## config.mk

```make
export PLATFORM = sky130hd
export DESIGN_NAME = sei_timestamp_extractor
export DESIGN_NICKNAME = d
export VERILOG_FILES = /design/src/design/ste_pkg.sv /design/src/design/ste_parser.sv /design/src/design/ste_out_buf.sv /design/src/design/sei_timestamp_extractor.sv
export SDC_FILE = /design/constraint.sdc
export NUM_CORES = 1
export LEC_CHECK = 0
export BUFFER_PORTS_ARGS = -buffer_cell sky130_fd_sc_hd__clkbuf_2
export CAP_MARGIN = 20
export CORE_MARGIN = 1
export CORE_UTILIZATION = 30
export CTS_CLUSTER_SIZE = 16
export DETAILED_ROUTE_END_ITERATION = 10
export PLACE_DENSITY = 0.5
export SETUP_SLACK_MARGIN = 0.3
export SYNTH_ARGS = -nofsm -noshare
export SYNTH_HDL_FRONTEND = slang
export SYNTH_SLANG_ARGS = --single-unit
```

## constraint.sdc

```tcl
create_clock -name aclk -period 9.6 [get_ports aclk]
set_input_delay 1.44 -clock aclk [delete_from_list [all_inputs] [get_ports aclk]]
set_output_delay 1.44 -clock aclk [all_outputs]
set_load 0.1 [all_outputs]
```

## src/design/ste_pkg.sv

```systemverilog
`default_nettype none

package ste_pkg;

    localparam int LENGTH_BITS_DEF = 16;

    localparam int IDENT_LEN  = 16;
    localparam int STATUS_IDX = 16;
    localparam int GUARD_A    = 19;
    localparam int GUARD_B    = 22;
    localparam int GUARD_C    = 25;
    localparam int MIN_SIZE   = 28;
    localparam int UDU_TYPE   = 5;

    localparam logic [4:0] H264_SEI_TYPE = 5'd6;
    localparam logic [5:0] H265_SEI_TYPE = 6'd39;
    localparam logic [7:0] EXT_BYTE      = 8'hff;
    localparam logic [7:0] GUARD_BYTE    = 8'hff;

    localparam logic CODEC_H264 = 1'b0;
    localparam logic CODEC_H265 = 1'b1;

    localparam logic [7:0] IDENT_TAB [0:1][0:15] = '{
        '{8'h4d, 8'h49, 8'h53, 8'h50, 8'h6d, 8'h69, 8'h63, 8'h72,
          8'h6f, 8'h73, 8'h65, 8'h63, 8'h74, 8'h69, 8'h6d, 8'h65},
        '{8'ha8, 8'h68, 8'h7d, 8'hd4, 8'hd7, 8'h59, 8'h37, 8'h58,
          8'ha5, 8'hce, 8'hf0, 8'h33, 8'h8b, 8'h65, 8'h45, 8'hf1}
    };

    typedef enum logic [1:0] {
        RC_FOUND = 2'd0,
        RC_NONE  = 2'd1,
        RC_GUARD = 2'd2
    } rc_t;

    typedef enum logic [4:0] {
        PH_HEADER  = 5'b00001,
        PH_TYPE    = 5'b00010,
        PH_SIZE    = 5'b00100,
        PH_PAYLOAD = 5'b01000,
        PH_DONE    = 5'b10000
    } phase_t;

    // packed so that result_code sits in the lowest bits
    typedef struct packed {
        logic [63:0] timestamp_us;
        logic [7:0]  time_status;
        rc_t         result_code;
    } result_t;

    localparam int RESULT_BITS = $bits(result_t);
    localparam int RESULT_BYTES_BITS = ((RESULT_BITS + 7) / 8) * 8;

    function automatic logic [7:0] ident_byte(input logic codec, input logic [3:0] idx);
        return IDENT_TAB[codec][idx];
    endfunction

endpackage

`default_nettype wire

```

## src/design/ste_parser.sv

```systemverilog
`default_nettype none

module ste_parser
    import ste_pkg::*;
#(
    parameter int LENGTH_BITS = LENGTH_BITS_DEF
) (
    input  wire logic       aclk,
    input  wire logic       aresetn,
    input  wire logic       codec,
    input  wire logic       in_accept,
    input  wire logic [7:0] in_byte,
    input  wire logic       in_last,
    output logic            res_valid,
    output result_t         res
);

    localparam logic [LENGTH_BITS-1:0] L_IDENT  = LENGTH_BITS'(IDENT_LEN);
    localparam logic [LENGTH_BITS-1:0] L_STATUS = LENGTH_BITS'(STATUS_IDX);
    localparam logic [LENGTH_BITS-1:0] L_GA     = LENGTH_BITS'(GUARD_A);
    localparam logic [LENGTH_BITS-1:0] L_GB     = LENGTH_BITS'(GUARD_B);
    localparam logic [LENGTH_BITS-1:0] L_GC     = LENGTH_BITS'(GUARD_C);
    localparam logic [LENGTH_BITS-1:0] L_MIN    = LENGTH_BITS'(MIN_SIZE);
    localparam logic [LENGTH_BITS-1:0] L_UDU    = LENGTH_BITS'(UDU_TYPE);

    phase_t                 phase_reg, phase_next;
    logic                   header_count_reg, header_count_next;
    logic [LENGTH_BITS-1:0] type_sum_reg, type_sum_next;
    logic [LENGTH_BITS-1:0] size_sum_reg, size_sum_next;
    logic [LENGTH_BITS-1:0] payload_count_reg, payload_count_next;
    logic                   ident_match_reg, ident_match_next;
    logic                   guards_ok_reg, guards_ok_next;
    logic [7:0]             status_reg, status_next;
    logic [63:0]            stamp_reg, stamp_next;
    rc_t                    verdict_reg, verdict_next;

    logic [LENGTH_BITS-1:0] type_add;
    logic [LENGTH_BITS-1:0] size_add;
    logic [LENGTH_BITS-1:0] count_inc;

    function automatic logic [LENGTH_BITS-1:0] sat_add(input logic [LENGTH_BITS-1:0] a,
                                                        input logic [7:0] b);
        logic [LENGTH_BITS:0] s;
        s = {1'b0, a} + {{(LENGTH_BITS-7){1'b0}}, b};
        return s[LENGTH_BITS] ? '1 : s[LENGTH_BITS-1:0];
    endfunction

    assign type_add  = sat_add(type_sum_reg, in_byte);
    assign size_add  = sat_add(size_sum_reg, in_byte);
    assign count_inc = payload_count_reg + LENGTH_BITS'(1);

    always_comb begin
        phase_next         = phase_reg;
        header_count_next  = header_count_reg;
        type_sum_next      = type_sum_reg;
        size_sum_next      = size_sum_reg;
        payload_count_next = payload_count_reg;
        ident_match_next   = ident_match_reg;
        guards_ok_next     = guards_ok_reg;
        status_next        = status_reg;
        stamp_next         = stamp_reg;
        verdict_next       = verdict_reg;

        case (phase_reg)
            PH_HEADER: begin
                if (header_count_reg) begin
                    phase_next    = PH_TYPE;
                    type_sum_next = '0;
                    size_sum_next = '0;
                end else if (codec == CODEC_H264) begin
                    if (in_byte[4:0] == H264_SEI_TYPE) begin
                        phase_next    = PH_TYPE;
                        type_sum_next = '0;
                        size_sum_next = '0;
                    end else begin
                        verdict_next = RC_NONE;
                        phase_next   = PH_DONE;
                    end
                end else begin
                    if (in_byte[6:1] == H265_SEI_TYPE) begin
                        header_count_next = 1'b1;
                    end else begin
                        verdict_next = RC_NONE;
                        phase_next   = PH_DONE;
                    end
                end
            end
            PH_TYPE: begin
                type_sum_next = type_add;
                if (in_byte != EXT_BYTE) begin
                    size_sum_next = '0;
                    phase_next    = PH_SIZE;
                end
            end
            PH_SIZE: begin
                size_sum_next = size_add;
                if (in_byte != EXT_BYTE) begin
                    if (size_add == '0) begin
                        phase_next    = PH_TYPE;
                        type_sum_next = '0;
                    end else begin
                        phase_next         = PH_PAYLOAD;
                        payload_count_next = '0;
                        ident_match_next   = 1'b1;
                        guards_ok_next     = 1'b1;
                        status_next        = '0;
                        stamp_next         = '0;
                    end
                end
            end
            PH_PAYLOAD: begin
                if (payload_count_reg < L_IDENT) begin
                    if (in_byte != ident_byte(codec, payload_count_reg[3:0])) begin
                        ident_match_next = 1'b0;
                    end
                end else if (payload_count_reg == L_STATUS) begin
                    status_next = in_byte;
                end else if (payload_count_reg == L_GA || payload_count_reg == L_GB ||
                             payload_count_reg == L_GC) begin
                    if (in_byte != GUARD_BYTE) begin
                        guards_ok_next = 1'b0;
                    end
                end else if (payload_count_reg < L_MIN) begin
                    stamp_next = {stamp_reg[55:0], in_byte};
                end
                payload_count_next = count_inc;
                if (count_inc >= size_sum_reg) begin
                    if (type_sum_reg == L_UDU && size_sum_reg >= L_MIN && ident_match_next) begin
                        verdict_next = guards_ok_next ? RC_FOUND : RC_GUARD;
                        phase_next   = PH_DONE;
                    end else begin
                        phase_next    = PH_TYPE;
                        type_sum_next = '0;
                        size_sum_next = '0;
                    end
                end
            end
            default: begin
            end
        endcase
    end

    always_comb begin
        res_valid        = in_accept && in_last;
        res.result_code  = RC_NONE;
        res.time_status  = '0;
        res.timestamp_us = '0;
        if (phase_next == PH_DONE && verdict_next == RC_FOUND) begin
            res.result_code  = RC_FOUND;
            res.time_status  = status_next;
            res.timestamp_us = stamp_next;
        end else if (phase_next == PH_DONE && verdict_next == RC_GUARD) begin
            res.result_code = RC_GUARD;
        end
    end

    always_ff @(posedge aclk) begin
        if (!aresetn) begin
            phase_reg         <= PH_HEADER;
            header_count_reg  <= 1'b0;
            type_sum_reg      <= '0;
            size_sum_reg      <= '0;
            payload_count_reg <= '0;
            ident_match_reg   <= 1'b1;
            guards_ok_reg     <= 1'b1;
            verdict_reg       <= RC_NONE;
        end else if (in_accept) begin
            if (in_last) begin
                phase_reg         <= PH_HEADER;
                header_count_reg  <= 1'b0;
                type_sum_reg      <= '0;
                size_sum_reg      <= '0;
                payload_count_reg <= '0;
                ident_match_reg   <= 1'b1;
                guards_ok_reg     <= 1'b1;
                verdict_reg       <= RC_NONE;
            end else begin
                phase_reg         <= phase_next;
                header_count_reg  <= header_count_next;
                type_sum_reg      <= type_sum_next;
                size_sum_reg      <= size_sum_next;
                payload_count_reg <= payload_count_next;
                ident_match_reg   <= ident_match_next;
                guards_ok_reg     <= guards_ok_next;
                verdict_reg       <= verdict_next;
            end
        end
    end

    always_ff @(posedge aclk) begin
        if (in_accept) begin
            status_reg <= status_next;
            stamp_reg  <= stamp_next;
        end
    end

    // payload walk never runs past the declared size
    a_count_in_size: assert property (@(posedge aclk) disable iff (!aresetn)
        phase_reg == PH_PAYLOAD |-> payload_count_reg < size_sum_reg)
        else $error("payload count beyond declared size");

    // every unit ends with the parser back at the header
    a_restart: assert property (@(posedge aclk) disable iff (!aresetn)
        in_accept && in_last |=> phase_reg == PH_HEADER && !header_count_reg)
        else $error("parser not restarted after last byte");

    // second header byte is skipped, moving the parser on to the type phase
    a_hdr_count: assert property (@(posedge aclk) disable iff (!aresetn)
        header_count_reg && phase_reg == PH_HEADER && in_accept && !in_last
        |=> phase_reg == PH_TYPE)
        else $error("second header byte not skipped");

endmodule

`default_nettype wire

```

## src/design/ste_out_buf.sv

```systemverilog
`default_nettype none

module ste_out_buf
    import ste_pkg::*;
(
    input  wire logic     aclk,
    input  wire logic     aresetn,
    input  wire logic     in_valid,
    output logic          in_ready,
    input  wire result_t  in_data,
    output logic          out_valid,
    input  wire logic     out_ready,
    output result_t       out_data
);

    logic    main_valid_reg;
    logic    skid_valid_reg;
    result_t main_data_reg;
    result_t skid_data_reg;
    logic    main_free;
    logic    push;

    assign in_ready  = !skid_valid_reg;
    assign push      = in_valid && in_ready;
    assign main_free = !main_valid_reg || out_ready;
    assign out_valid = main_valid_reg;
    assign out_data  = main_data_reg;

    always_ff @(posedge aclk) begin
        if (!aresetn) begin
            main_valid_reg <= 1'b0;
            skid_valid_reg <= 1'b0;
        end else if (main_free) begin
            if (skid_valid_reg) begin
                main_valid_reg <= 1'b1;
                skid_valid_reg <= 1'b0;
            end else begin
                main_valid_reg <= push;
            end
        end else if (push) begin
            skid_valid_reg <= 1'b1;
        end
    end

    always_ff @(posedge aclk) begin
        if (main_free) begin
            main_data_reg <= skid_valid_reg ? skid_data_reg : in_data;
        end else if (push) begin
            skid_data_reg <= in_data;
        end
    end

    // skid stage only holds a transaction behind a full output register
    a_skid_behind_main: assert property (@(posedge aclk) disable iff (!aresetn)
        skid_valid_reg |-> main_valid_reg)
        else $error("skid full with output register empty");

    a_skid_fill: assert property (@(posedge aclk) disable iff (!aresetn)
        $rose(skid_valid_reg) |-> $past(main_valid_reg && !out_ready && in_valid))
        else $error("skid filled without a stall");

endmodule

`default_nettype wire

```

## src/design/sei_timestamp_extractor.sv

```systemverilog
`default_nettype none
// output: a result enters the output register when its last byte is accepted,
// or the skid stage while the output register holds an earlier undelivered result
// throughput: one byte per cycle; s_tready drops only while both the output
// register and the skid stage hold undelivered results
// reset: aresetn synchronous, active low; parser returns to the header phase,
// output stages empty, codec_select cleared to H.264

module sei_timestamp_extractor
    import ste_pkg::*;
#(
    parameter int LENGTH_BITS = LENGTH_BITS_DEF
) (
    input  wire logic                         aclk,
    input  wire logic                         aresetn,
    input  wire logic                         cfg_valid,
    output logic                              cfg_ready,
    input  wire logic                         cfg_data,    // codec_select
    input  wire logic                         s_tvalid,
    output logic                              s_tready,
    input  wire logic [7:0]                   s_tdata,     // nal_byte
    input  wire logic                         s_tlast,     // last_byte
    output logic                              m_tvalid,
    input  wire logic                         m_tready,
    // result_code [1:0], time_status [9:2], timestamp_us [73:10]
    output logic [RESULT_BYTES_BITS-1:0]      m_tdata
);

    logic    codec_reg;
    logic    in_accept;
    logic    res_valid;
    logic    buf_ready;
    result_t res;
    result_t out_res;

    assign cfg_ready = 1'b1;
    assign s_tready  = buf_ready;
    assign in_accept = s_tvalid && buf_ready;
    assign m_tdata   = {{(RESULT_BYTES_BITS-RESULT_BITS){1'b0}}, out_res};

    always_ff @(posedge aclk) begin
        if (!aresetn) begin
            codec_reg <= CODEC_H264;
        end else if (cfg_valid && cfg_ready) begin
            codec_reg <= cfg_data;
        end
    end

    ste_parser #(
        .LENGTH_BITS(LENGTH_BITS)
    ) u_parser (
        .aclk      (aclk),
        .aresetn   (aresetn),
        .codec     (codec_reg),
        .in_accept (in_accept),
        .in_byte   (s_tdata),
        .in_last   (s_tlast),
        .res_valid (res_valid),
        .res       (res)
    );

    ste_out_buf u_out_buf (
        .aclk      (aclk),
        .aresetn   (aresetn),
        .in_valid  (res_valid),
        .in_ready  (buf_ready),
        .in_data   (res),
        .out_valid (m_tvalid),
        .out_ready (m_tready),
        .out_data  (out_res)
    );

endmodule

`default_nettype wire
```

After elaboration in Yosys (flattened, before gate mapping)
Cells that the tools add are included.
Widths: inputs -> output; s select.
{ "totals": {"register_bits": 281, "input_bits": 15, "out_inout_bits": 83, "word_cells": 158} }
{ "op_classes": {"add_sub_neg": 3, "n_lt_le_gt_ge": 6, "eq_ne": 23, "muxes": 80, "bitwise": 4, "n_reduce_logical": 23} }
{ "op_table": {"columns": ["cell", "count"], "rows": [
  ["$mux 128", 3],
  ["$mux 64", 6],
  ["$mux 16", 15],
  ["$pmux 16 s4", 2],
  ["$pmux 64 s2", 1],
  ["$mux 74", 1],
  ["$mux 72", 1],
  ["$eq 16x5->1 const B", 4],
  ["$mux 8", 6],
  ["$mux 5", 9],
  ["$add 16x8->17", 2],
  ["$bmux 8 s4", 1],
  ["$lt 16x5->1 const B", 2],
  ["$pmux 16 s2", 1],
  ["$mux 2", 10],
  ["$pmux 5 s4", 1],
  ["$mux 1", 18],
  ["$add 16x1->16 const B", 1],
  ["$eq 16x3->1 const B", 1],
  ["$ge 16x16->1", 1],
  ["$ge 16x5->1 const B", 1],
  ["$logic_not 16->1", 1],
  ["$pmux 8 s2", 1],
  ["$ne 3x2->1 const B", 4],
  ["other kinds (32)", 46]
]} }

Longest topological paths before layout
{ "logic_depth": {"depth_word": 20, "mapped_depth": 23, "depth_no_buf": 17} }

Hierarchy
Synthesis repeated with hierarchy kept, for this count alone.
{ "hier_totals": {"cells_unflattened": 1377, "hier_area_um2": 15474.8} }
{ "by_module_without_submodules": {"columns": ["mod", "instances", "cells_each", "area_each_um2", "seq_area_each_um2"], "rows": [
  ["ste_parser", 1, 1125, 9824.4, 3323.2],
  ["ste_out_buf", 1, 239, 5547.8, 4484.3],
  ["sei_timestamp_extractor", 1, 13, 102.6, 20.0]
]} }

Least setup slack after synthesis
OpenSTA, ideal clock, no wires.
{ "synth_timing": {"kind": "input to register", "startpoint": "input m_tready", "endpoint": "register u_out_buf.skid_data_reg[0] (netlist bit) (enable)", "setup_time_ps": 507, "arrival_time_ps": 6543, "required_ps": 9093, "setup_slack_ps": 2550, "cell_stages": 2, "path_buffers": 0, "cell_sequence": "nand2b_1 -> nor2_1"} }
{ "synth_between": {"elab_chain_cells": 3} }
{ "synth_rtl": {"columns": ["element", "line_no", "source"], "rows": [
  ["start: declaration", "sei_timestamp_extractor.sv:24", "input wire logic m_tready,"],
  ["$logic_or 1x1->1", "ste_out_buf.sv:25", "assign main_free = !main_valid_reg || out_ready;"],
  ["$not 1->1 (no source line)", null, null],
  ["$reduce_and 2->1 (no source line)", null, null],
  ["end signal: assignment", "ste_out_buf.sv:49", "skid_data_reg <= in_data;"],
  ["end: declaration", "ste_out_buf.sv:19", "result_t skid_data_reg;"]
]} }
No other way between the ends.
A chain may end at the register's enable or synchronous reset.

Worst setup path after layout
{ "layout_timing": {"startpoint": "register u_parser.payload_count_reg[3]", "endpoint": "register u_out_buf.main_data_reg (netlist bit u_out_buf.out_data[14]) (data pin)"} }
{ "layout_between": {"elab_chain_cells": 16, "elab_cells_between_ends": 40, "cone_classes": "1 x add/sub; 3 x order compare; 6 x eq/ne; 24 x mux; 1 x bitwise; 5 x reduce/logical"} }
{ "layout_rtl": {"columns": ["element", "line_no", "source"], "rows": [
  ["start: declaration", "ste_parser.sv:30", "logic [LENGTH_BITS-1:0] payload_count_reg, payload_count_next;"],
  ["start signal: assignment", "ste_parser.sv:182", "payload_count_reg <= payload_count_next;"],
  ["parallel branches: the longest is 14 deep, another holds $add 16x1->16", null, null],
  ["$mux 72 *", "ste_parser.sv:148", "if (phase_next == PH_DONE && verdict_next == RC_FOUND) begin"],
  ["$mux 74 *", "ste_out_buf.sv:47", "main_data_reg <= skid_valid_reg ? skid_data_reg : in_data;"],
  ["end signal: assignment", "ste_out_buf.sv:47", null],
  ["end: declaration", "ste_out_buf.sv:18", "result_t main_data_reg;"]
]} }
Mark *: on every way between the ends. The select of a mux whose other input is x is not followed.

==> impl_metrics.env <==
export IMPL_ys_seq_area_share_pct=48.5
export IMPL_instances_no_fill=2217
export IMPL_area_delta_synth_final_pct=11.9
export IMPL_overflow=0
export IMPL_crit_type="register to register"
export IMPL_wirelength_um=43900
export IMPL_finalSetupTns_ns=0
export IMPL_cts_resized=0
export IMPL_grt_start_max_net_pins=127
export IMPL_synthCells=1476
export IMPL_finalCritPeriodShare_pct=62.9
export IMPL_failed_checks="DRC"
export IMPL_clock_sinks=281
export IMPL_vias_per_cell=5.37
export IMPL_fp_coreArea_um2=52900
export IMPL_routedWlPerCell_um=19.8
export IMPL_cts_buffer_depth=3
export IMPL_ys_top_cells_by_area="edfxtp_1, dfxtp_1, o41ai_2"
export IMPL_p_leak_nw=7.15
export IMPL_portBuffers=90
export IMPL_cts_tree="built"
export IMPL_die_height_um=234
export IMPL_drtAntennaViolNets=0
export IMPL_crit_chain="and2_1 -> nand4_1 -> or2_2 -> inv_1 -> and3_1 -> nand3_1 -> xnor2_1 -> ha_1 -> a21oi_1 -> o21ai_0 -> nand4b_1 -> a41oi_1 -> nor2_1 -> o2111ai_1 -> o32ai_2 -> nand3_4 -> buf_12 -> o41ai_2"
export IMPL_rrSetupSlack_ns=3.56
export IMPL_crit_path_end_kind="register"
export IMPL_final_nets=1566
export IMPL_yosysWarnings=0
export IMPL_ys_ff_latch=281
export IMPL_cts_buffers=36
export IMPL_grt_pass1_vias=11500
export IMPL_clkPwrFrac_pct=44.1
export IMPL_final_setup_skew_ns=0.0153
export IMPL_drv_cap=0
export IMPL_fin_area_um2=18100
export IMPL_syn_area_um2=16200
export IMPL_synth_common_cells="edfxtp_1, nand2_1, inv_1"
export IMPL_place_area_um2=17000
export IMPL_grt_pass1_wl_um=68300
export IMPL_grt_use_total_pct=16.0
export IMPL_fill_cells=5274
export IMPL_place_inst=2155
export IMPL_timing_hold_ws_ns=0.461
export IMPL_clk_latency_ns=0.54
export IMPL_synth_most_common_cell="edfxtp_1"
export IMPL_critical_path_max_stage_delay_ns=0.90
export IMPL_synth_top_cell_area_share_pct=40.9
export IMPL_antenna_cells=0
export IMPL_dp_hpwl_um=27100
export IMPL_htreeDepth=2
export IMPL_rows=84
export IMPL_intPower_mw=2.11
export IMPL_io_pin_count=98
export IMPL_crit_slowest_cell="dfxtp_1"
export IMPL_final_setup_viol_count=0
export IMPL_ir_drop_uv=94.8
export IMPL_max_freq_ghz=0.166
export IMPL_status="complete, but fails checks"
export IMPL_synth_distinct_cells=86
export IMPL_crit_path_max_fanout=99
export IMPL_hold_path_end="u_parser.verdict_reg[1]$_SDFFE_PN0P_"
export IMPL_firstDrtPassIters=11
export IMPL_power_density_nw_per_um2=158
export IMPL_initial_core_util_pct=30.6
export IMPL_die_w_um=234
export IMPL_clkTransAtPathRegs_ns=0.05
export IMPL_worstPathRequired_ns=9.84
export IMPL_arrival_ns=6.28
export IMPL_holdBufCountCts=0
export IMPL_cts_root_buffer="clkbuf_16"
export IMPL_min_period_ns=6.04
export IMPL_ys_async_sr_fraction_pct=0
export IMPL_p_sw_mw=0.750
export IMPL_antenna_found_initial=3
export IMPL_critPathLaunchType="register"
export IMPL_pwr_share_comb_pct=8.4
export IMPL_seqCellArea_um2=7830
export IMPL_synth_edf_count=220
export IMPL_worstHoldStart="u_parser.verdict_reg[1]$_SDFFE_PN0P_"
export IMPL_r2r_end="u_out_buf.out_data[14]$_DFFE_PP_"
export IMPL_timing_final_max_slew_violations=0
export IMPL_final_core_util_pct=34.2
export IMPL_ys_flop_type="edfxtp_1"
export IMPL_p_sw_share_pct=26.2
export IMPL_post_cts_buffers=0
export IMPL_worst_r2r_path_depth=18
export IMPL_r2r_start="u_parser.payload_count_reg[3]$_SDFFE_PN0P_"
export IMPL_drcViolationCount=11
export IMPL_rsz0062_at_grt="no"
export IMPL_vias=11900
export IMPL_yosys_area_top_type="edfxtp_1"
export IMPL_crit_buf_inv=2
export IMPL_design_die_area_um2=54800
export IMPL_worst_hold_path_type="register to register"
export IMPL_slew_headroom_pct=27.0
export IMPL_worst_pin_slew_ns=1.09
export IMPL_drt_initial_drc_count=857
export IMPL_drive_gt1_share_pct=22.4
export IMPL_crit_family="simple AND/OR/NAND/NOR gates"
export IMPL_hold_path_cell_count=2
export IMPL_gp_congestion=0.847
export IMPL_finalHoldViolCount=0
export IMPL_multiInputGateArea_um2=7310
export IMPL_syn_area_per_cell_um2=10.9
export IMPL_p_seq_share_pct=47.5
kinds of logic (layout without fill, tap and decap cells):
group | after synthesis | in the layout | share of synthesized area (%)
buffers and inverters | 226 | 274 | 6.63
multiplexers | 29 | 29 | 1.98
AO/OA/AOI/OAI | 367 | 367 | 20.9
AND/OR/NAND/NOR | 495 | 495 | 16.8
XOR/XNOR | 31 | 31 | 1.68
flip-flops | 281 | 281 | 48.5
other | 2 | 7 | 0.0465
adder cells (fa/ha/maj) | 45 | 45 | 3.58
routing by layer:
| metal | up-vias | track usage (%) | wire (um) |
|---|---|---|---|
| met2 | 338 | 24.3 | 19700 |
| met1 | 5945 | 22.8 | 21000 |
| met5 | - | 0 | 25 |
| met3 | 62 | 2.95 | 2280 |
| li1 | 5566 | - | - |
| met4 | 4 | 4.73 | 935 |
worst max-delay path by stage:
stage / start / end / slack [ns] / cells past startpoint
floorplan: m_tready / u_out_buf.skid_data_reg[0]$_DFFE_PP_ / 2.55 / 2
global placement: s_tdata[0] / u_out_buf.out_data[44]$_DFFE_PP_ / 3.46 / 13
detailed placement: s_tdata[0] / u_out_buf.out_data[72]$_DFFE_PP_ / 3.33 / 13
CTS: u_parser.payload_count_reg[3]$_SDFFE_PN0P_ / u_out_buf.out_data[2]$_DFFE_PP_ / 3.59 / 18
global route: u_parser.payload_count_reg[3]$_SDFFE_PN0P_ / u_out_buf.out_data[14]$_DFFE_PP_ / 3.12 / 18
finish: u_parser.payload_count_reg[3]$_SDFFE_PN0P_ / u_out_buf.out_data[14]$_DFFE_PP_ / 3.56 / 18
through the flow:
step / setup WS (ns) / total power [mW]
final: 3.56 / 2.86
after global routing: 3.12 / 2.97
after CTS: 3.59 / 2.90
after detailed placement: 3.33 / 1.62
after global placement: 3.46 / 1.62
after floorplan: 2.55 / 1.57
power groups by stage:
stage | clock (mW) | sequential, mW | combinational [mW]
2_1_floorplan | 0 | 1.46 | 0.108
3_3_place_gp | 0 | 1.39 | 0.237
3_5_place_dp | 0 | 1.39 | 0.239
4_1_cts | 1.30 | 1.36 | 0.239
5_1_grt | 1.35 | 1.36 | 0.255
6_report | 1.26 | 1.36 | 0.240
worst min-delay path, cell delays in order, from the launching register on:
cell and delay (ns):
dfxtp_1 0.30, nand2_1 0.06, a21oi_1 0.05
cells in the final DEF (no fill, tap or decap), drive strengths merged, types with 4 or more instances in the layout:
cell type and instances:
nand2 141, xnor2 21, o31ai 4, a31oi 89, mux2i 21, ha 43, a21boi 4, conb 7
inv 107, o21ai 49, o221a 9, or2 15, a21oi 60, dfxtp 61, buf 16, nor3 92
xor2 10, o2111ai 10, clkinv 11, edfxtp 220, a211oi 12, o211ai 4, nand2b 7, or3 9
nor2b 13, nand4 13, a41oi 5, a211o 13, clkbuf 138, a21o 9, nor2 53, nor4 12
o41ai 71, mux2 7, nand3 44, and2 65, and3 16
final cells by class:
cell class,count,area share [%]
sequential,281,43.3
multi-input combinational,974,40.4
clock buffer,48,5.34
tap,688,4.76
timing repair buffer,106,3.40
inverter,107,2.23
clock inverter,13,0.540
Note: power is estimated with default switching activity, not from simulation.
